==> src/design/mbr_pkg.sv <==
// Shared types, codes and helper functions for the Modbus RTU master engine.
`timescale 1ns / 1ps
`default_nettype none
package mbr_pkg;

    localparam int TABLE_DEPTH_DEF = 8;
    localparam int MAX_RESULTS = 9;

    localparam logic [1:0] OP_REQUEST = 2'd0;
    localparam logic [1:0] OP_RX_BYTE = 2'd1;
    localparam logic [1:0] OP_TICK = 2'd2;
    localparam logic [1:0] OP_IGNORED = 2'd3;

    localparam logic [1:0] KIND_TX_BYTE = 2'd0;
    localparam logic [1:0] KIND_REJECT = 2'd1;
    localparam logic [1:0] KIND_DONE = 2'd2;
    localparam logic [1:0] KIND_TIMEOUT = 2'd3;

    localparam logic [1:0] ST_PENDING = 2'd0;
    localparam logic [1:0] ST_DONE = 2'd1;
    localparam logic [1:0] ST_TIMEOUT = 2'd2;

    localparam logic [1:0] CFG_SILENCE = 2'd0;
    localparam logic [1:0] CFG_TIMEOUT = 2'd1;
    localparam logic [1:0] CFG_RETIRE = 2'd2;

    localparam logic [7:0] SILENCE_RST = 8'd5;
    localparam logic [15:0] TIMEOUT_RST = 16'd2000;
    localparam logic [15:0] RETIRE_RST = 16'd5000;
    localparam logic [15:0] CRC_INIT = 16'hFFFF;
    localparam logic [15:0] CRC_POLY = 16'hA001;
    localparam logic [8:0] MIN_FRAME = 9'd5;
    localparam logic [8:0] LEN_MAX = 9'd256;

    typedef struct packed {
        logic [1:0]  operation;
        logic [7:0]  slave_addr;
        logic [7:0]  func_code;
        logic [15:0] reg_addr;
        logic [15:0] count_or_value;
        logic [7:0]  rx_byte;
    } item_t;

    typedef struct packed {
        logic [1:0]  kind;
        logic [31:0] txn_id;
        logic [7:0]  tx_byte;
        logic [8:0]  frame_length;
        logic        last;
    } result_t;

    typedef struct packed {
        logic    valid;
        logic    full;
        logic    push;
        result_t data;
    } oq_ctl_t;

    function automatic logic [15:0] crc_feed(input logic [15:0] c, input logic [7:0] b);
        logic [15:0] x;
        x = c ^ {8'h00, b};
        for (int i = 0; i < 8; i++) begin
            x = x[0] ? ((x >> 1) ^ CRC_POLY) : (x >> 1);
        end
        return x;
    endfunction

    function automatic logic [7:0] frame_byte(input item_t it, input logic [15:0] crc,
                                              input logic [2:0] k);
        logic [7:0] b;
        case (k)
            3'd0: b = it.slave_addr;
            3'd1: b = it.func_code;
            3'd2: b = it.reg_addr[15:8];
            3'd3: b = it.reg_addr[7:0];
            3'd4: b = it.count_or_value[15:8];
            3'd5: b = it.count_or_value[7:0];
            3'd6: b = crc[7:0];
            default: b = crc[15:8];
        endcase
        return b;
    endfunction

endpackage
`default_nettype wire

==> src/design/mbr_front.sv <==
// Front end: takes input requests into a two-entry queue ahead of the engine.
`timescale 1ns / 1ps
`default_nettype none
module mbr_front
    import mbr_pkg::*;
(
    input  wire logic        clk,
    input  wire logic        rst_n,
    input  wire logic        push,
    output logic             full,
    input  wire item_t       in_item,
    output logic             item_valid,
    output item_t            item,
    input  wire logic        item_pop
);

    item_t      mem_reg [2];
    logic       wr_ptr_reg;
    logic       wr_ptr_next;
    logic       rd_ptr_reg;
    logic       rd_ptr_next;
    logic [1:0] count_reg;
    logic [1:0] count_next;
    logic       do_push;
    logic       do_pop;
    item_t      clean_item;

    // Operation code 3 has no effect, so it is dropped here instead of in the engine.
    always_comb
    begin
        clean_item = in_item;
        do_push = push && !full && (in_item.operation != OP_IGNORED);
        do_pop = item_pop && item_valid;
        wr_ptr_next = do_push ? !wr_ptr_reg : wr_ptr_reg;
        rd_ptr_next = do_pop ? !rd_ptr_reg : rd_ptr_reg;
        count_next = count_reg + 2'(do_push) - 2'(do_pop);
    end

    assign full = (count_reg == 2'd2);
    assign item_valid = (count_reg != 2'd0);
    assign item = mem_reg[rd_ptr_reg];

    always_ff @(posedge clk)
    begin
        if (do_push)
        begin
            mem_reg[wr_ptr_reg] <= clean_item;
        end
    end

    always_ff @(posedge clk or negedge rst_n)
    begin
        if (!rst_n)
        begin
            wr_ptr_reg <= 1'b0;
            rd_ptr_reg <= 1'b0;
            count_reg <= 2'd0;
        end
        else
        begin
            wr_ptr_reg <= wr_ptr_next;
            rd_ptr_reg <= rd_ptr_next;
            count_reg <= count_next;
        end
    end

endmodule
`default_nettype wire

==> src/design/mbr_outq.sv <==
// Result queue between the engine and the result ports.
`timescale 1ns / 1ps
`default_nettype none
module mbr_outq
    import mbr_pkg::*;
(
    input  wire logic    clk,
    input  wire logic    rst_n,
    input  wire logic    wr_en,
    input  wire result_t wr_data,
    output logic         full,
    output logic         empty,
    input  wire logic    pop,
    output result_t      rd_data
);

    result_t    mem_reg [4];
    logic [1:0] wr_ptr_reg;
    logic [1:0] wr_ptr_next;
    logic [1:0] rd_ptr_reg;
    logic [1:0] rd_ptr_next;
    logic [2:0] count_reg;
    logic [2:0] count_next;
    logic       do_push;
    logic       do_pop;

    always_comb
    begin
        do_push = wr_en && !full;
        do_pop = pop && !empty;
        wr_ptr_next = wr_ptr_reg + 2'(do_push);
        rd_ptr_next = rd_ptr_reg + 2'(do_pop);
        count_next = count_reg + 3'(do_push) - 3'(do_pop);
    end

    assign full = (count_reg == 3'd4);
    assign empty = (count_reg == 3'd0);
    assign rd_data = mem_reg[rd_ptr_reg];

    always_ff @(posedge clk)
    begin
        if (do_push)
        begin
            mem_reg[wr_ptr_reg] <= wr_data;
        end
    end

    always_ff @(posedge clk or negedge rst_n)
    begin
        if (!rst_n)
        begin
            wr_ptr_reg <= 2'd0;
            rd_ptr_reg <= 2'd0;
            count_reg <= 3'd0;
        end
        else
        begin
            wr_ptr_reg <= wr_ptr_next;
            rd_ptr_reg <= rd_ptr_next;
            count_reg <= count_next;
        end
    end

endmodule
`default_nettype wire

==> src/design/mbr_engine.sv <==
// Back end: transaction table, frame builder, receive framing and the timer sweep.
`timescale 1ns / 1ps
`default_nettype none
module mbr_engine
    import mbr_pkg::*;
#(
    parameter int TABLE_DEPTH = TABLE_DEPTH_DEF
)
(
    input  wire logic        clk,
    input  wire logic        rst_n,
    input  wire logic        cfg_wr,
    input  wire logic [1:0]  cfg_index,
    input  wire logic [15:0] cfg_data,
    input  wire logic        item_valid,
    input  wire item_t       item,
    output logic             item_pop,
    input  wire logic        oq_full,
    output oq_ctl_t          oq
);

    localparam int IDX_W = (TABLE_DEPTH > 1) ? $clog2(TABLE_DEPTH) : 1;
    localparam logic [IDX_W-1:0] LAST_IDX = IDX_W'(TABLE_DEPTH - 1);

    typedef enum logic [7:0] {
        S_IDLE       = 8'b0000_0001,
        S_REQ_CRC    = 8'b0000_0010,
        S_REQ_EMIT   = 8'b0000_0100,
        S_CLOSE_SCAN = 8'b0000_1000,
        S_CLOSE_DONE = 8'b0001_0000,
        S_BYTE       = 8'b0010_0000,
        S_SWEEP      = 8'b0100_0000,
        S_FINISH     = 8'b1000_0000
    } state_t;

    // Transaction table
    logic        entry_valid_reg  [TABLE_DEPTH];
    logic [31:0] entry_id_reg     [TABLE_DEPTH];
    logic [7:0]  entry_slave_reg  [TABLE_DEPTH];
    logic [7:0]  entry_func_reg   [TABLE_DEPTH];
    logic [1:0]  entry_status_reg [TABLE_DEPTH];
    logic [31:0] entry_stamp_reg  [TABLE_DEPTH];

    state_t      state_reg, state_next;
    item_t       item_reg, item_next;
    logic [7:0]  silence_reg;
    logic [15:0] timeout_reg;
    logic [15:0] retire_reg;
    logic [31:0] next_id_reg, next_id_next;
    logic [31:0] now_reg, now_next;
    logic [31:0] last_byte_reg, last_byte_next;
    logic [15:0] rx_crc_reg, rx_crc_next;
    logic [8:0]  rx_len_reg, rx_len_next;
    logic [7:0]  rx_addr_reg, rx_addr_next;
    logic [7:0]  rx_func_reg, rx_func_next;
    logic [15:0] tx_crc_reg, tx_crc_next;
    logic [31:0] txid_reg, txid_next;
    logic [2:0]  cnt_reg, cnt_next;
    logic [IDX_W-1:0] idx_reg, idx_next;
    logic        best_valid_reg, best_valid_next;
    logic [IDX_W-1:0] best_idx_reg, best_idx_next;
    logic [31:0] best_age_reg, best_age_next;
    logic [3:0]  res_cnt_reg, res_cnt_next;
    logic        hold_valid_reg, hold_valid_next;
    result_t     hold_reg, hold_next;

    logic        free_found;
    logic [IDX_W-1:0] free_idx;
    logic [IDX_W-1:0] rd_idx;
    logic        emit_req;
    result_t     emit_data;
    logic        emit_ok;
    logic        new_wr;
    logic        status_wr;
    logic [1:0]  status_val;
    logic [IDX_W-1:0] status_idx;
    logic        retire_wr;
    logic [31:0] now_eff;
    logic        silence_passed;
    logic        match;
    logic [31:0] age;
    logic        to_hit;
    logic [1:0]  eff_status;
    state_t      after_close;

    always_comb
    begin
        free_found = 1'b0;
        free_idx = '0;
        for (int i = TABLE_DEPTH - 1; i >= 0; i--)
        begin
            if (!entry_valid_reg[i])
            begin
                free_found = 1'b1;
                free_idx = IDX_W'(i);
            end
        end
    end

    // One table read port: the winner during completion, the sweep index otherwise.
    assign rd_idx = (state_reg == S_CLOSE_DONE) ? best_idx_reg : idx_reg;
    assign emit_ok = !hold_valid_reg || !oq_full;

    always_comb
    begin
        now_eff = (item.operation == OP_TICK) ? (now_reg + 32'd1) : now_reg;
        silence_passed = (rx_len_reg != 9'd0) &&
                         ((now_eff - last_byte_reg) > {24'd0, silence_reg});
        match = entry_valid_reg[rd_idx] && (entry_status_reg[rd_idx] == ST_PENDING) &&
                (entry_slave_reg[rd_idx] == rx_addr_reg) &&
                (entry_func_reg[rd_idx] == rx_func_reg);
        age = (state_reg == S_SWEEP) ? (now_reg - entry_stamp_reg[rd_idx])
                                     : (next_id_reg - entry_id_reg[rd_idx]);
        to_hit = entry_valid_reg[rd_idx] && (entry_status_reg[rd_idx] == ST_PENDING) &&
                 (age > {16'd0, timeout_reg}) && (res_cnt_reg < 4'(MAX_RESULTS));
        eff_status = to_hit ? ST_TIMEOUT : entry_status_reg[rd_idx];
        after_close = (item_reg.operation == OP_RX_BYTE) ? S_BYTE : S_SWEEP;
    end

    always_comb
    begin
        state_next = state_reg;
        item_next = item_reg;
        next_id_next = next_id_reg;
        now_next = now_reg;
        last_byte_next = last_byte_reg;
        rx_crc_next = rx_crc_reg;
        rx_len_next = rx_len_reg;
        rx_addr_next = rx_addr_reg;
        rx_func_next = rx_func_reg;
        tx_crc_next = tx_crc_reg;
        txid_next = txid_reg;
        cnt_next = cnt_reg;
        idx_next = idx_reg;
        best_valid_next = best_valid_reg;
        best_idx_next = best_idx_reg;
        best_age_next = best_age_reg;
        res_cnt_next = res_cnt_reg;
        hold_valid_next = hold_valid_reg;
        hold_next = hold_reg;
        item_pop = 1'b0;
        emit_req = 1'b0;
        emit_data = '0;
        new_wr = 1'b0;
        status_wr = 1'b0;
        status_val = ST_PENDING;
        status_idx = rd_idx;
        retire_wr = 1'b0;
        oq.valid = hold_valid_reg;
        oq.full = oq_full;
        oq.push = 1'b0;
        oq.data = hold_reg;

        case (state_reg)
            S_IDLE:
            begin
                if (item_valid)
                begin
                    item_pop = 1'b1;
                    item_next = item;
                    res_cnt_next = 4'd0;
                    idx_next = '0;
                    if (item.operation == OP_REQUEST)
                    begin
                        if (!free_found)
                        begin
                            emit_req = 1'b1;
                            emit_data.kind = KIND_REJECT;
                            state_next = S_FINISH;
                        end
                        else
                        begin
                            new_wr = 1'b1;
                            txid_next = next_id_reg;
                            next_id_next = (next_id_reg == 32'hFFFF_FFFF) ? 32'd1
                                                                         : next_id_reg + 32'd1;
                            tx_crc_next = CRC_INIT;
                            cnt_next = 3'd0;
                            state_next = S_REQ_CRC;
                        end
                    end
                    else
                    begin
                        now_next = now_eff;
                        if (silence_passed && (rx_len_reg >= MIN_FRAME) &&
                            (rx_crc_reg == 16'd0))
                        begin
                            best_valid_next = 1'b0;
                            state_next = S_CLOSE_SCAN;
                        end
                        else
                        begin
                            if (silence_passed)
                            begin
                                rx_crc_next = CRC_INIT;
                                rx_len_next = 9'd0;
                            end
                            state_next = (item.operation == OP_RX_BYTE) ? S_BYTE : S_SWEEP;
                        end
                    end
                end
            end
            S_REQ_CRC:
            begin
                tx_crc_next = crc_feed(tx_crc_reg, frame_byte(item_reg, tx_crc_reg, cnt_reg));
                cnt_next = cnt_reg + 3'd1;
                if (cnt_reg == 3'd5)
                begin
                    cnt_next = 3'd0;
                    state_next = S_REQ_EMIT;
                end
            end
            S_REQ_EMIT:
            begin
                emit_req = 1'b1;
                emit_data.kind = KIND_TX_BYTE;
                emit_data.txn_id = txid_reg;
                emit_data.tx_byte = frame_byte(item_reg, tx_crc_reg, cnt_reg);
                if (emit_ok)
                begin
                    cnt_next = cnt_reg + 3'd1;
                    if (cnt_reg == 3'd7)
                    begin
                        state_next = S_FINISH;
                    end
                end
            end
            S_CLOSE_SCAN:
            begin
                // The earliest issued match has the largest distance behind next_id.
                if (match && (!best_valid_reg || (age > best_age_reg)))
                begin
                    best_valid_next = 1'b1;
                    best_idx_next = idx_reg;
                    best_age_next = age;
                end
                idx_next = idx_reg + IDX_W'(1);
                if (idx_reg == LAST_IDX)
                begin
                    idx_next = '0;
                    state_next = S_CLOSE_DONE;
                end
            end
            S_CLOSE_DONE:
            begin
                if (best_valid_reg)
                begin
                    emit_req = 1'b1;
                    emit_data.kind = KIND_DONE;
                    emit_data.txn_id = entry_id_reg[rd_idx];
                    emit_data.frame_length = rx_len_reg;
                end
                if (!best_valid_reg || emit_ok)
                begin
                    if (best_valid_reg)
                    begin
                        status_wr = 1'b1;
                        status_val = ST_DONE;
                        res_cnt_next = res_cnt_reg + 4'd1;
                    end
                    rx_crc_next = CRC_INIT;
                    rx_len_next = 9'd0;
                    state_next = after_close;
                end
            end
            S_BYTE:
            begin
                if (rx_len_reg == 9'd0)
                begin
                    rx_addr_next = item_reg.rx_byte;
                end
                if (rx_len_reg == 9'd1)
                begin
                    rx_func_next = item_reg.rx_byte;
                end
                rx_crc_next = crc_feed(rx_crc_reg, item_reg.rx_byte);
                if (rx_len_reg < LEN_MAX)
                begin
                    rx_len_next = rx_len_reg + 9'd1;
                end
                last_byte_next = now_reg;
                state_next = S_FINISH;
            end
            S_SWEEP:
            begin
                if (to_hit)
                begin
                    emit_req = 1'b1;
                    emit_data.kind = KIND_TIMEOUT;
                    emit_data.txn_id = entry_id_reg[rd_idx];
                end
                if (!to_hit || emit_ok)
                begin
                    if (to_hit)
                    begin
                        status_wr = 1'b1;
                        status_val = ST_TIMEOUT;
                        res_cnt_next = res_cnt_reg + 4'd1;
                    end
                    retire_wr = entry_valid_reg[rd_idx] && (eff_status != ST_PENDING) &&
                                (age > {16'd0, retire_reg});
                    idx_next = idx_reg + IDX_W'(1);
                    if (idx_reg == LAST_IDX)
                    begin
                        idx_next = '0;
                        state_next = S_FINISH;
                    end
                end
            end
            S_FINISH:
            begin
                if (!hold_valid_reg)
                begin
                    state_next = S_IDLE;
                end
                else if (!oq_full)
                begin
                    oq.push = 1'b1;
                    oq.data.last = 1'b1;
                    hold_valid_next = 1'b0;
                    state_next = S_IDLE;
                end
            end
            default:
            begin
                state_next = S_IDLE;
            end
        endcase

        // A result waits in the hold register until the next one shows it is not the last.
        if (emit_req && emit_ok)
        begin
            oq.push = hold_valid_reg;
            oq.data.last = 1'b0;
            hold_next = emit_data;
            hold_valid_next = 1'b1;
        end
    end

    always_ff @(posedge clk)
    begin
        item_reg <= item_next;
        tx_crc_reg <= tx_crc_next;
        txid_reg <= txid_next;
        best_idx_reg <= best_idx_next;
        best_age_reg <= best_age_next;
        hold_reg <= hold_next;
        if (new_wr)
        begin
            entry_id_reg[free_idx] <= next_id_reg;
            entry_slave_reg[free_idx] <= item.slave_addr;
            entry_func_reg[free_idx] <= item.func_code;
            entry_stamp_reg[free_idx] <= now_reg;
        end
        if (new_wr)
        begin
            entry_status_reg[free_idx] <= ST_PENDING;
        end
        else if (status_wr)
        begin
            entry_status_reg[status_idx] <= status_val;
        end
    end

    always_ff @(posedge clk or negedge rst_n)
    begin
        if (!rst_n)
        begin
            for (int i = 0; i < TABLE_DEPTH; i++)
            begin
                entry_valid_reg[i] <= 1'b0;
            end
            state_reg <= S_IDLE;
            silence_reg <= SILENCE_RST;
            timeout_reg <= TIMEOUT_RST;
            retire_reg <= RETIRE_RST;
            next_id_reg <= 32'd1;
            now_reg <= 32'd0;
            last_byte_reg <= 32'd0;
            rx_crc_reg <= CRC_INIT;
            rx_len_reg <= 9'd0;
            rx_addr_reg <= 8'd0;
            rx_func_reg <= 8'd0;
            cnt_reg <= 3'd0;
            idx_reg <= '0;
            best_valid_reg <= 1'b0;
            res_cnt_reg <= 4'd0;
            hold_valid_reg <= 1'b0;
        end
        else
        begin
            if (new_wr)
            begin
                entry_valid_reg[free_idx] <= 1'b1;
            end
            if (retire_wr)
            begin
                entry_valid_reg[rd_idx] <= 1'b0;
            end
            if (cfg_wr && (cfg_index == CFG_SILENCE))
            begin
                silence_reg <= cfg_data[7:0];
            end
            if (cfg_wr && (cfg_index == CFG_TIMEOUT))
            begin
                timeout_reg <= cfg_data;
            end
            if (cfg_wr && (cfg_index == CFG_RETIRE))
            begin
                retire_reg <= cfg_data;
            end
            state_reg <= state_next;
            next_id_reg <= next_id_next;
            now_reg <= now_next;
            last_byte_reg <= last_byte_next;
            rx_crc_reg <= rx_crc_next;
            rx_len_reg <= rx_len_next;
            rx_addr_reg <= rx_addr_next;
            rx_func_reg <= rx_func_next;
            cnt_reg <= cnt_next;
            idx_reg <= idx_next;
            best_valid_reg <= best_valid_next;
            res_cnt_reg <= res_cnt_next;
            hold_valid_reg <= hold_valid_next;
        end
    end

`ifndef NO_ASSERTIONS
    a_no_push_when_full: assert property (@(posedge clk) disable iff (!rst_n)
        oq.push |-> !oq_full)
        else $error("result pushed into a full queue");
    a_hold_empty_in_idle: assert property (@(posedge clk) disable iff (!rst_n)
        (state_reg == S_IDLE) |-> !hold_valid_reg)
        else $error("held result left over between requests");
    a_result_bound: assert property (@(posedge clk) disable iff (!rst_n)
        res_cnt_reg <= 4'(MAX_RESULTS))
        else $error("too many results for one request");
    a_id_nonzero: assert property (@(posedge clk) disable iff (!rst_n)
        next_id_reg != 32'd0)
        else $error("transaction id counter reached zero");
`endif

endmodule
`default_nettype wire

==> src/design/modbus_rtu_master_transaction_engine.sv <==
// Top level of the Modbus RTU master transaction engine.
//
//  channel   handshake             payload
//  input     push / full           operation slave_addr func_code reg_addr count_or_value rx_byte
//  result    empty / pop           kind txn_id tx_byte frame_length last
//  config    cfg_valid / cfg_ready cfg_index cfg_data
//
// A request passes accept, a CRC state over the six leading bytes, an emit state for the
// eight frame bytes and a finish state for the last result; a rejection goes from accept to
// finish. A byte passes accept, byte and finish; a tick sweeps the table and a frame close
// adds a table scan and a completion state. The single table read port sets these table passes.
// Reset clears the table valid bits, queues and counters at once; no clearing pass.
// A full result queue stalls the engine; the two-entry input queue takes requests until full.
`timescale 1ns / 1ps
`default_nettype none
module modbus_rtu_master_transaction_engine
    import mbr_pkg::*;
#(
    parameter int TABLE_DEPTH = TABLE_DEPTH_DEF
)
(
    input  wire logic        clk,
    input  wire logic        rst_n,
    input  wire logic        push,
    output logic             full,
    input  wire logic [1:0]  operation,
    input  wire logic [7:0]  slave_addr,
    input  wire logic [7:0]  func_code,
    input  wire logic [15:0] reg_addr,
    input  wire logic [15:0] count_or_value,
    input  wire logic [7:0]  rx_byte,
    output logic             empty,
    input  wire logic        pop,
    output logic [1:0]       kind,
    output logic [31:0]      txn_id,
    output logic [7:0]       tx_byte,
    output logic [8:0]       frame_length,
    output logic             last,
    input  wire logic        cfg_valid,
    output logic             cfg_ready,
    input  wire logic [1:0]  cfg_index,
    input  wire logic [15:0] cfg_data
);

    item_t   in_item;
    item_t   item;
    logic    item_valid;
    logic    item_pop;
    oq_ctl_t oq;
    logic    oq_full;
    result_t res;

    assign in_item = '{operation: operation, slave_addr: slave_addr, func_code: func_code,
                       reg_addr: reg_addr, count_or_value: count_or_value, rx_byte: rx_byte};
    assign cfg_ready = 1'b1;

    mbr_front u_front (
        .clk        (clk),
        .rst_n      (rst_n),
        .push       (push),
        .full       (full),
        .in_item    (in_item),
        .item_valid (item_valid),
        .item       (item),
        .item_pop   (item_pop)
    );

    oq_ctl_t oq_in;

    always_comb
    begin
        oq_in = oq;
        oq_in.full = oq_full;
    end

    mbr_engine #(
        .TABLE_DEPTH (TABLE_DEPTH)
    ) u_engine (
        .clk        (clk),
        .rst_n      (rst_n),
        .cfg_wr     (cfg_valid && cfg_ready),
        .cfg_index  (cfg_index),
        .cfg_data   (cfg_data),
        .item_valid (item_valid),
        .item       (item),
        .item_pop   (item_pop),
        .oq_full    (oq_full),
        .oq         (oq)
    );

    mbr_outq u_outq (
        .clk     (clk),
        .rst_n   (rst_n),
        .wr_en   (oq_in.push),
        .wr_data (oq_in.data),
        .full    (oq_full),
        .empty   (empty),
        .pop     (pop),
        .rd_data (res)
    );

    assign kind = res.kind;
    assign txn_id = res.txn_id;
    assign tx_byte = res.tx_byte;
    assign frame_length = res.frame_length;
    assign last = res.last;

endmodule
`default_nettype wire

==> config.mk <==
export PLATFORM = sky130hd
export DESIGN_NAME = modbus_rtu_master_transaction_engine
export DESIGN_NICKNAME = d
export VERILOG_FILES = /design/src/design/mbr_pkg.sv /design/src/design/mbr_front.sv /design/src/design/mbr_outq.sv /design/src/design/mbr_engine.sv /design/src/design/modbus_rtu_master_transaction_engine.sv
export SDC_FILE = /design/constraint.sdc
export NUM_CORES = 2
export LEC_CHECK = 0
export BUFFER_PORTS_ARGS = -buffer_cell sky130_fd_sc_hd__buf_2
export CAP_MARGIN = 20
export CORE_ASPECT_RATIO = 0.5
export CORE_UTILIZATION = 55
export DETAILED_ROUTE_END_ITERATION = 12
export PLACE_DENSITY = 0.73
export SLEW_MARGIN = 20
export SYNTH_ARGS = -nofsm -noshare
export SYNTH_HDL_FRONTEND = slang
export SYNTH_SLANG_ARGS = --single-unit
==> constraint.sdc <==
create_clock -name clk -period 20.5 [get_ports clk]
set_clock_uncertainty 0.2 [all_clocks]
set_input_delay 1.025 -clock clk [delete_from_list [all_inputs] [get_ports clk]]
set_output_delay 1.025 -clock clk [all_outputs]
set_load 0.01 [all_outputs]
Word level (Yosys, flattened, before mapping)
Memories as Yosys holds them, arrays and structs flattened.
Index checks and enable logic that the tools add are counted.
- flip-flop bits (word level): 408
- bits in latches: 0
- RAM bits: 980
- memory bits (read-only): 0
- bits of input ports: 81
- output and inout bits: 55
- logic and storage cells: 367
- memories kept: 7
- memory list (name ; depth ; bits a word ; rd ports ; clocked after memory_dff ; write ports ; line ; source):
    u_engine.entry_id_reg ; 8 ; 32 ; 1 ; 0 ; 1 ; mbr_engine.sv:38 ; logic [31:0] entry_id_reg [TABLE_DEPTH];
    u_engine.entry_stamp_reg ; 8 ; 32 ; 1 ; 0 ; 1 ; mbr_engine.sv:42 ; logic [31:0] entry_stamp_reg [TABLE_DEPTH];
    u_outq.mem_reg ; 4 ; 52 ; 1 ; 0 ; 1 ; mbr_outq.sv:17 ; result_t mem_reg [4];
    u_front.mem_reg ; 2 ; 58 ; 1 ; 0 ; 1 ; mbr_front.sv:17 ; item_t mem_reg [2];
    u_engine.entry_func_reg ; 8 ; 8 ; 1 ; 0 ; 1 ; mbr_engine.sv:40 ; logic [7:0] entry_func_reg [TABLE_DEPTH];
    u_engine.entry_slave_reg ; 8 ; 8 ; 1 ; 0 ; 1 ; mbr_engine.sv:39 ; logic [7:0] entry_slave_reg [TABLE_DEPTH];
    1 more memories ; - ; - ; - ; - ; - ; - ;
- $add $sub $neg: 15
- multipliers: 0
- divide/modulo/power cells: 0
- magnitude comparators: 11
- equality and inequality tests: 47
- shift-type cells: 0
- multiplexer cells: 152
- bitwise logic cells: 24
- reduce and logical (&&, ||, !) cells: 67
- operator list (cell ; count):
    16-bit two-way mux ; 24
    8-bit two-way mux ; 16
    32-bit two-way mux ; 3
    32-bit one-hot mux with 3 select lines ; 1
    32-bit subtractor ; 3
    34-bit two-way mux ; 2
    32-bit by 1-bit adder with 32-bit output (second input constant) ; 2
    32-bit by 16-bit > comparator with 1-bit output ; 2
    8-bit one-hot mux with 8 select lines ; 1
    8-bit one-hot mux with 7 select lines ; 1
    3-bit two-way mux ; 18
    9-bit two-way mux ; 6
    1-bit two-way mux ; 53
    2-bit inverter with 3-bit output ; 16
    16-bit one-hot mux with 3 select lines ; 1
    32-bit == test (second input constant) ; 1
    32-bit > comparator ; 1
    32-bit by 8-bit > comparator with 1-bit output ; 1
    16-bit one-hot mux with 2 select lines ; 1
    16-bit by 8-bit XOR with 16-bit output ; 2
    9-bit one-hot mux with 3 select lines ; 1
    2-bit by 1-bit != test with 1-bit output (second input constant) ; 12
    1-bit logical AND ; 22
    4-bit two-way mux ; 5
    other kinds (61) ; 121

Logic depth before layout (Yosys ltp)
- depth in word-level cells: 21
- depth in mapped cells: 39

Modules after synthesis
From an unflattened synthesis, not the netlist that was laid out.
- cell total of the unflattened synthesis: 4377
- area, all modules: 60481.8 sq um
- modules (own cells, without submodules) (module ; times used ; cells an instance ; area an instance (sq um) ; sequential area each (sq um)):
    mbr_engine ; 1 ; 3872 ; 48071.1 ; 30633.1
    mbr_outq ; 1 ; 303 ; 7962.6 ; 6421.2
    mbr_front ; 1 ; 200 ; 4436.8 ; 3583.4
    modbus_rtu_master_transaction_engine ; 1 ; 2 ; 11.3 ; 0.0

Least setup slack after synthesis
Ideal clock, no wire load.
- path type: register -> register
- from: reg u_engine.state_reg[0]
- to: mem u_outq.mem_reg[0][0] (netlist bit) (enable)
- arrival: 14.645 ns
- data required time: 19.560 ns
- setup slack: 4.915 ns
- stages on the path, launching flop included: 34
- cell sequence: dfstp_2 > clkbuf_1 > or4b_2 > clkbuf_1 > nor2_1 > o21a_1 > clkbuf_1 > clkbuf_1 > clkbuf_1 > buf_1 > o22ai_1 > nor3_1 > ha_1 > inv_1 > fa_1 > a21o_1 > a221o_1 > a31o_1 > clkbuf_1 > nand2_1 > nand2_1 > xor2_1 > nand2_1 > o21ai_0 > ha_1 > nand4_1 > or2_2 > nor2_1 > o21ai_0 > nand2_1 > nand4b_1 > a21oi_2 > buf_4 > a2111oi_0
- elaborated cells on any way between the ends: 29
- RTL lines (element ; line ; source):
    start: declaration ; mbr_engine.sv:44 ; state_t state_reg, state_next;
    start signal: assignment ; mbr_engine.sv:412 ; state_reg <= state_next;
    8-bit by 5-bit == test with 1-bit output ; mbr_engine.sv:101 ; assign rd_idx = (state_reg == S_CLOSE_DONE) ? best_idx_reg : idx_reg;
    3-bit two-way mux ; mbr_engine.sv:101 ;
    memory read 8 x 32 bit (on tied branches) ; - ;
    32-bit subtractor (on tied branches) ; mbr_engine.sv:113, mbr_engine.sv:112 ;
    32-bit two-way mux * ; mbr_engine.sv:112 ; age = (state_reg == S_SWEEP) ? (now_reg - entry_stamp_reg[rd_idx])
    named net u_engine.age[12] ; mbr_engine.sv:81 ; logic [31:0] age;
    32-bit by 16-bit > comparator with 1-bit output * ; mbr_engine.sv:115 ; (age > {16'd0, timeout_reg}) && (res_cnt_reg < 4'(MAX_RESULTS));
    1-bit logical AND * ; mbr_engine.sv:114 ; to_hit = entry_valid_reg[rd_idx] && (entry_status_reg[rd_idx] == ST_PENDING) &&
    1-bit logical AND * ; mbr_engine.sv:115 ;
    1-bit two-way mux * ; mbr_engine.sv:286 ; if (to_hit)
    1-bit one-hot mux with 4 select lines * ; mbr_engine.sv:154 ; case (state_reg)
    1-bit logical AND * ; mbr_engine.sv:331 ; if (emit_req && emit_ok)
    1-bit two-way mux * ; mbr_engine.sv:331 ;
    1-bit logical AND * ; mbr_outq.sv:29 ; do_push = wr_en && !full;
    1-bit two-way mux * ; mbr_outq.sv:42 ; if (do_push)
    1-bit two-way mux (not written as such) * ; mbr_outq.sv:44 ; mem_reg[wr_ptr_reg] <= wr_data;
    end: declaration ; mbr_outq.sv:17 ;
The timed path passes the listed nets; every way through them passes the cells marked *. The select of a mux whose other input is x is not followed.

Worst setup path after layout
- from: reg u_engine.state_reg[1]
- to: reg u_outq.count_reg[2]
- elaborated cells on any way between the ends: 29
- RTL lines (element ; line ; source):
    8-bit by 5-bit == test with 1-bit output ; mbr_engine.sv:101 ;
    3-bit two-way mux ; mbr_engine.sv:101 ;
    memory read 8 x 32 bit (on tied branches) ; - ;
    32-bit subtractor (on tied branches) ; mbr_engine.sv:113, mbr_engine.sv:112 ;
    32-bit two-way mux * ; mbr_engine.sv:112 ;
    named net u_engine.age[8] ; mbr_engine.sv:81 ;
    32-bit by 16-bit > comparator with 1-bit output * ; mbr_engine.sv:115 ;
    1-bit logical AND * ; mbr_engine.sv:114 ;
    1-bit logical AND * ; mbr_engine.sv:115 ;
    1-bit two-way mux * ; mbr_engine.sv:286 ;
    1-bit one-hot mux with 4 select lines * ; mbr_engine.sv:154 ;
    1-bit logical AND * ; mbr_engine.sv:331 ;
    1-bit two-way mux * ; mbr_engine.sv:331 ;
    1-bit logical AND * ; mbr_outq.sv:29 ;
    3-bit by 1-bit adder with 3-bit output * ; mbr_outq.sv:33 ; count_next = count_reg + 3'(do_push) - 3'(do_pop);
    3-bit by 1-bit subtractor with 3-bit output * ; mbr_outq.sv:33 ;
    named net u_outq.count_next[2] ; mbr_outq.sv:23 ; logic [2:0] count_next;
    end signal: assignment ; mbr_outq.sv:60 ; count_reg <= count_next;
    end: declaration ; mbr_outq.sv:22 ; logic [2:0] count_reg;
Marks and branches as above.
A chain may end at the register's enable or synchronous reset.

==> results.tsv <==
stage	metric	value	unit
setup_path	critPathSlowestCell	sky130_fd_sc_hd__nor4_2	
synthesis	edff_count_synth	1172	
sta	grt_setup_unrepaired	false	
sta	final_max_slew_viol_count	0	
sta	worstMarginPinSlew	1.26	ns
drt	wl_per_cell	26.7	µm
placement	postPlaceCellArea	63600	µm²
drt	antenna_left	0	
synthesis	synth-adder-area-share	3.95	%
setup_path	slowest_delay	0.85	ns
drt	vias	39500	
setup_path	worst_ep_arrival_time	10.95	ns
synthesis	main_combinational_cell_family_by_area_after_synthesis	compound AO/OA/AOI/OAI gates	
status	status	finished clean	
drt	route.met2.wl	73100	µm
die	design.die.area	112000	µm²
setup_path	critical_path_peak_fanout	49	
placement	dp.final_hpwl	110000	µm
clock_tree	cts-root-buf	sky130_fd_sc_hd__clkbuf_16	
die	chipHeight	237	µm
grt	grtUsageTotal	29.3	%
grt	grt_remaining_overflow	0	
synthesis	synth.yosys.seq_area_share	66.6	%
drt	drt_pre_antenna_iters	6	
placement	post-place-ws	10.16	ns
synthesis	ys_warn_count	0	
drt	routed_wl	165000	µm
power	power-per-cell-area	129	nW/µm²
setup_path	critPathCaptureType	flip-flop	
setup_path	cp-start-kind	flip-flop	
sta	finalSetupTns	0	ns
final_layout	design_area	67500	µm²
drt	met3WireLength	16300	µm
die	start_util	56.1	%
synthesis	synth-xor-area-share	3.26	%
placement	number_of_cells_after_detailed_placement	5947	
clock_tree	cts.hold.buffers_added	0	
synthesis	post_synth_and_or_nand_nor_area_fraction	8.30	%
sta	timing_hold_violations_final	0	
sta	timing.max_slew.rel_slack	16.0	%
grt	antenna_found_initial	7	
synthesis	post_synthesis_register_bit_count	1388	
sta	period_share	51.3	%
synthesis	synthMuxAreaShare	4.89	%
placement	place.gp.congestion	0.983	
clock_tree	post_cts_resized	0	
setup_path	required	20.93	ns
die	num_io_pins	136	
final_layout	design.final.nets	4854	
drt	wl_met1	70100	µm
grt	first_global_vias	38000	
synthesis	syn-instance-count	4446	
power	power.leakage	24.2	nW
die	floorplan.rows	85	
hold_path	hold_class	input pin to async pin	
clock_tree	clock_insertion_delay_worst_skew	0.76	ns
power	vdd_drop_max	0.0990	mV
placement	buffer_ports.inserted	134	
final_layout	syn_to_final_growth	10.6	%
die	core-area	109000	µm²
drt	routed.top_layer	met5	
clock_tree	cts_inserted_buffers	113	
setup_path	critPathLaunch	u_engine.state_reg[1]	
flow_run	cap_viol_max_count	0	
drt	detail_route.vias_per_cell	6.41	
synthesis	synth_nets	4717	
synthesis	netlist_area	61000	µm²
synthesis	synthFlopType	sky130_fd_sc_hd__edfxtp_1	
synthesis	distinct_cells_synth	99	
clock_tree	worst_setup_hold_path_clk_slew	0.08	ns
final_layout	final_layout_size_suffix_gt1_share	14.4	%
sta	final-setup-viol-count	0	
clock_tree	post_cts.repair.setup_buffers	0	
drt	post_route_drc	0	
sta	max_freq	95.0	MHz
drt	drt_iter0_drc	5013	
clock_tree	cts_tree	built	
setup_path	worst_r2r_startpoint	u_engine.state_reg[1]	
sta	fin_crit	10.52	ns
grt	grt_start_max_net_pins	95	
grt	grt_first_pass_wirelength	244000	µm
clock_tree	cts_num_sinks	1388	
synthesis	synth_area_per_cell	13.7	µm²
clock_tree	htree_levels	3	
final_layout	final_core_utilization	62.1	%
final_layout	layout.cells.non_filler	6163	
synthesis	share_of_the_synthesized_area_in_compound_gates_ao_oa_aoi_oai	10.7	%
die	die_w	473	µm
sta	worst_slack	9.98	ns
setup_path	critical_path_class	flip-flop to flip-flop	
synthesis	synthArstFlopShare	15.6	%
clock_tree	clock_tree.buffer_depth	3	
final_layout	fillCellCount	8149	
final_layout	antenna-diode-count	0	
==> cells in the final DEF, fill, tap and decap left out, types with 13 or more instances in the layout <==
master / Yosys / final
sky130_fd_sc_hd__clkinv_1: 1 / 14
sky130_fd_sc_hd__nor3_1: 73 / 72
sky130_fd_sc_hd__inv_1: 162 / 161
sky130_fd_sc_hd__xor2_1: 90 / 90
sky130_fd_sc_hd__o21ai_0: 195 / 194
sky130_fd_sc_hd__buf_4: 3 / 80
sky130_fd_sc_hd__clkbuf_16: 0 / 117
sky130_fd_sc_hd__o22a_1: 13 / 13
sky130_fd_sc_hd__mux2_2: 126 / 126
sky130_fd_sc_hd__mux2i_1: 20 / 19
sky130_fd_sc_hd__clkinv_2: 0 / 18
sky130_fd_sc_hd__mux4_2: 60 / 60
sky130_fd_sc_hd__nand2_1: 365 / 364
sky130_fd_sc_hd__nand3_1: 95 / 95
sky130_fd_sc_hd__a211oi_1: 21 / 21
sky130_fd_sc_hd__clkbuf_8: 0 / 16
sky130_fd_sc_hd__nand4_1: 55 / 55
sky130_fd_sc_hd__a21oi_1: 157 / 156
sky130_fd_sc_hd__o22ai_1: 230 / 230
sky130_fd_sc_hd__ha_1: 186 / 186
sky130_fd_sc_hd__and3_1: 43 / 41
sky130_fd_sc_hd__nor2b_1: 28 / 28
sky130_fd_sc_hd__a22oi_1: 14 / 14
sky130_fd_sc_hd__a31oi_1: 45 / 43
sky130_fd_sc_hd__a2111o_1: 20 / 20
sky130_fd_sc_hd__a21o_1: 43 / 43
sky130_fd_sc_hd__edfxtp_1: 1172 / 1172
sky130_fd_sc_hd__and4_1: 13 / 13
sky130_fd_sc_hd__o211ai_1: 41 / 41
sky130_fd_sc_hd__nor2_1: 278 / 268
sky130_fd_sc_hd__o21a_1: 33 / 32
sky130_fd_sc_hd__dfrtp_1: 185 / 182
sky130_fd_sc_hd__xnor2_1: 137 / 137
sky130_fd_sc_hd__buf_2: 8 / 133
sky130_fd_sc_hd__nand2b_1: 17 / 16
sky130_fd_sc_hd__nor4_1: 24 / 24
sky130_fd_sc_hd__o21ai_1: 34 / 35
sky130_fd_sc_hd__clkbuf_1: 150 / 25
sky130_fd_sc_hd__and2_1: 15 / 13
sky130_fd_sc_hd__dfstp_2: 31 / 31
==> kinds of logic after synthesis <==
logic type | Yosys count
flops | 1388
simple gates | 1075
mux | 207
compound gates | 1002
other cells | 1
fa+ha+maj | 190
buf+inv | 356
xor+xnor | 227
==> final timing paths <==
path	endpoint	slack [ns]	depth (start not counted)
max	u_outq.count_reg[2]	9.98	28
min	u_front.count_reg[1]	0.07	1
max reg2reg	u_outq.count_reg[2]	9.98	28
min reg2reg	u_outq.mem_reg[0][42]	0.30	0
max in group asynchronous	u_outq.rd_ptr_reg[0]	17.68	3
min in group clk	u_front.mem_reg[0][43]	0.27	1
==> synthesized netlist by cell type (12+ instances only) <==
| master | count | area share, % |
|---|---|---|
| sky130_fd_sc_hd__nor2_1 | 278 | 1.7 |
| sky130_fd_sc_hd__dfrtp_1 | 185 | 7.6 |
| sky130_fd_sc_hd__and2_1 | 15 | 0.15 |
| sky130_fd_sc_hd__a31oi_1 | 45 | 0.46 |
| sky130_fd_sc_hd__nand3_1 | 95 | 0.78 |
| sky130_fd_sc_hd__nor4_1 | 24 | 0.25 |
| sky130_fd_sc_hd__a211oi_1 | 21 | 0.26 |
| sky130_fd_sc_hd__nand4_1 | 55 | 0.56 |
| sky130_fd_sc_hd__inv_1 | 162 | 1.0 |
| sky130_fd_sc_hd__o211ai_1 | 41 | 0.50 |
| sky130_fd_sc_hd__ha_1 | 186 | 3.8 |
| sky130_fd_sc_hd__nand2b_1 | 17 | 0.17 |
| sky130_fd_sc_hd__a21oi_1 | 157 | 1.3 |
| sky130_fd_sc_hd__a2111o_1 | 20 | 0.37 |
| sky130_fd_sc_hd__clkbuf_1 | 150 | 0.92 |
| sky130_fd_sc_hd__dfstp_2 | 31 | 1.3 |
| sky130_fd_sc_hd__a21o_1 | 43 | 0.53 |
| sky130_fd_sc_hd__nor2b_1 | 28 | 0.29 |
| sky130_fd_sc_hd__o22ai_1 | 230 | 2.4 |
| sky130_fd_sc_hd__o22a_1 | 13 | 0.19 |
| sky130_fd_sc_hd__o21a_1 | 33 | 0.41 |
| sky130_fd_sc_hd__xor2_1 | 90 | 1.3 |
| sky130_fd_sc_hd__nand2_1 | 365 | 2.2 |
| sky130_fd_sc_hd__o21ai_0 | 195 | 1.6 |
| sky130_fd_sc_hd__mux4_2 | 60 | 2.2 |
| sky130_fd_sc_hd__nor3_1 | 73 | 0.60 |
| sky130_fd_sc_hd__a22oi_1 | 14 | 0.17 |
| sky130_fd_sc_hd__edfxtp_1 | 1172 | 58 |
| sky130_fd_sc_hd__mux2i_1 | 20 | 0.33 |
| sky130_fd_sc_hd__and4_1 | 13 | 0.19 |
| sky130_fd_sc_hd__xnor2_1 | 137 | 2.0 |
| sky130_fd_sc_hd__and3_1 | 43 | 0.44 |
| sky130_fd_sc_hd__o21ai_1 | 34 | 0.28 |
| sky130_fd_sc_hd__a2111oi_0 | 13 | 0.19 |
| sky130_fd_sc_hd__mux2_2 | 126 | 2.3 |
| sky130_fd_sc_hd__buf_1 | 30 | 0.18 |
| sky130_fd_sc_hd__or3_1 | 12 | 0.12 |
==> layout make-up <==
type	instances	area (µm²)	share of cell area, %
Inverter	164	617	0.914
Multi-Input combinational cell	2702	19200	28.4
Clock inverter	57	637	0.944
Tap cell	1479	1850	2.74
Clock buffer	159	3250	4.82
Sequential cell	1388	40600	60.2
Timing Repair Buffer	214	1280	1.90
==> through the flow <==
| stage | power [mW] | hold slack, ns |
|---|---|---|
| floorplan | 5.48 | 0.249 |
| detailed placement | 6.43 | 0.282 |
| global placement | 6.38 | 0.270 |
| finish | 8.71 | 0.0700 |
| CTS | 8.69 | 0.0850 |
| global route | 9.06 | 0.102 |
==> where the power goes <==
group	internal (mW)	total, mW	switching [mW]
Clock	1.25	2.28	1.02
Sequential	3.50	3.68	0.183
Combinational	0.984	2.76	1.77
==> critical path, delay by kind of cell, from the launching register on <==
family | cells | cell delay, ns
xor+xnor | 2 | 0.76
buf+inv | 2 | 1.01
flops | 1 | 0.47
simple gates | 9 | 3.54
fa+ha+maj | 4 | 1.47
compound gates | 11 | 2.90
==> layer usage <==
| metal | global-route usage [%] | up-vias |
|---|---|---|
| li1 | - | 17300 |
| met3 | 5.89 | 253 |
| met5 | 0 | - |
| met1 | 43.1 | 19900 |
| met2 | 44.3 | 1998 |
| met4 | 8.94 | 2 |
Note: power is estimated with default switching activity, not from simulation.
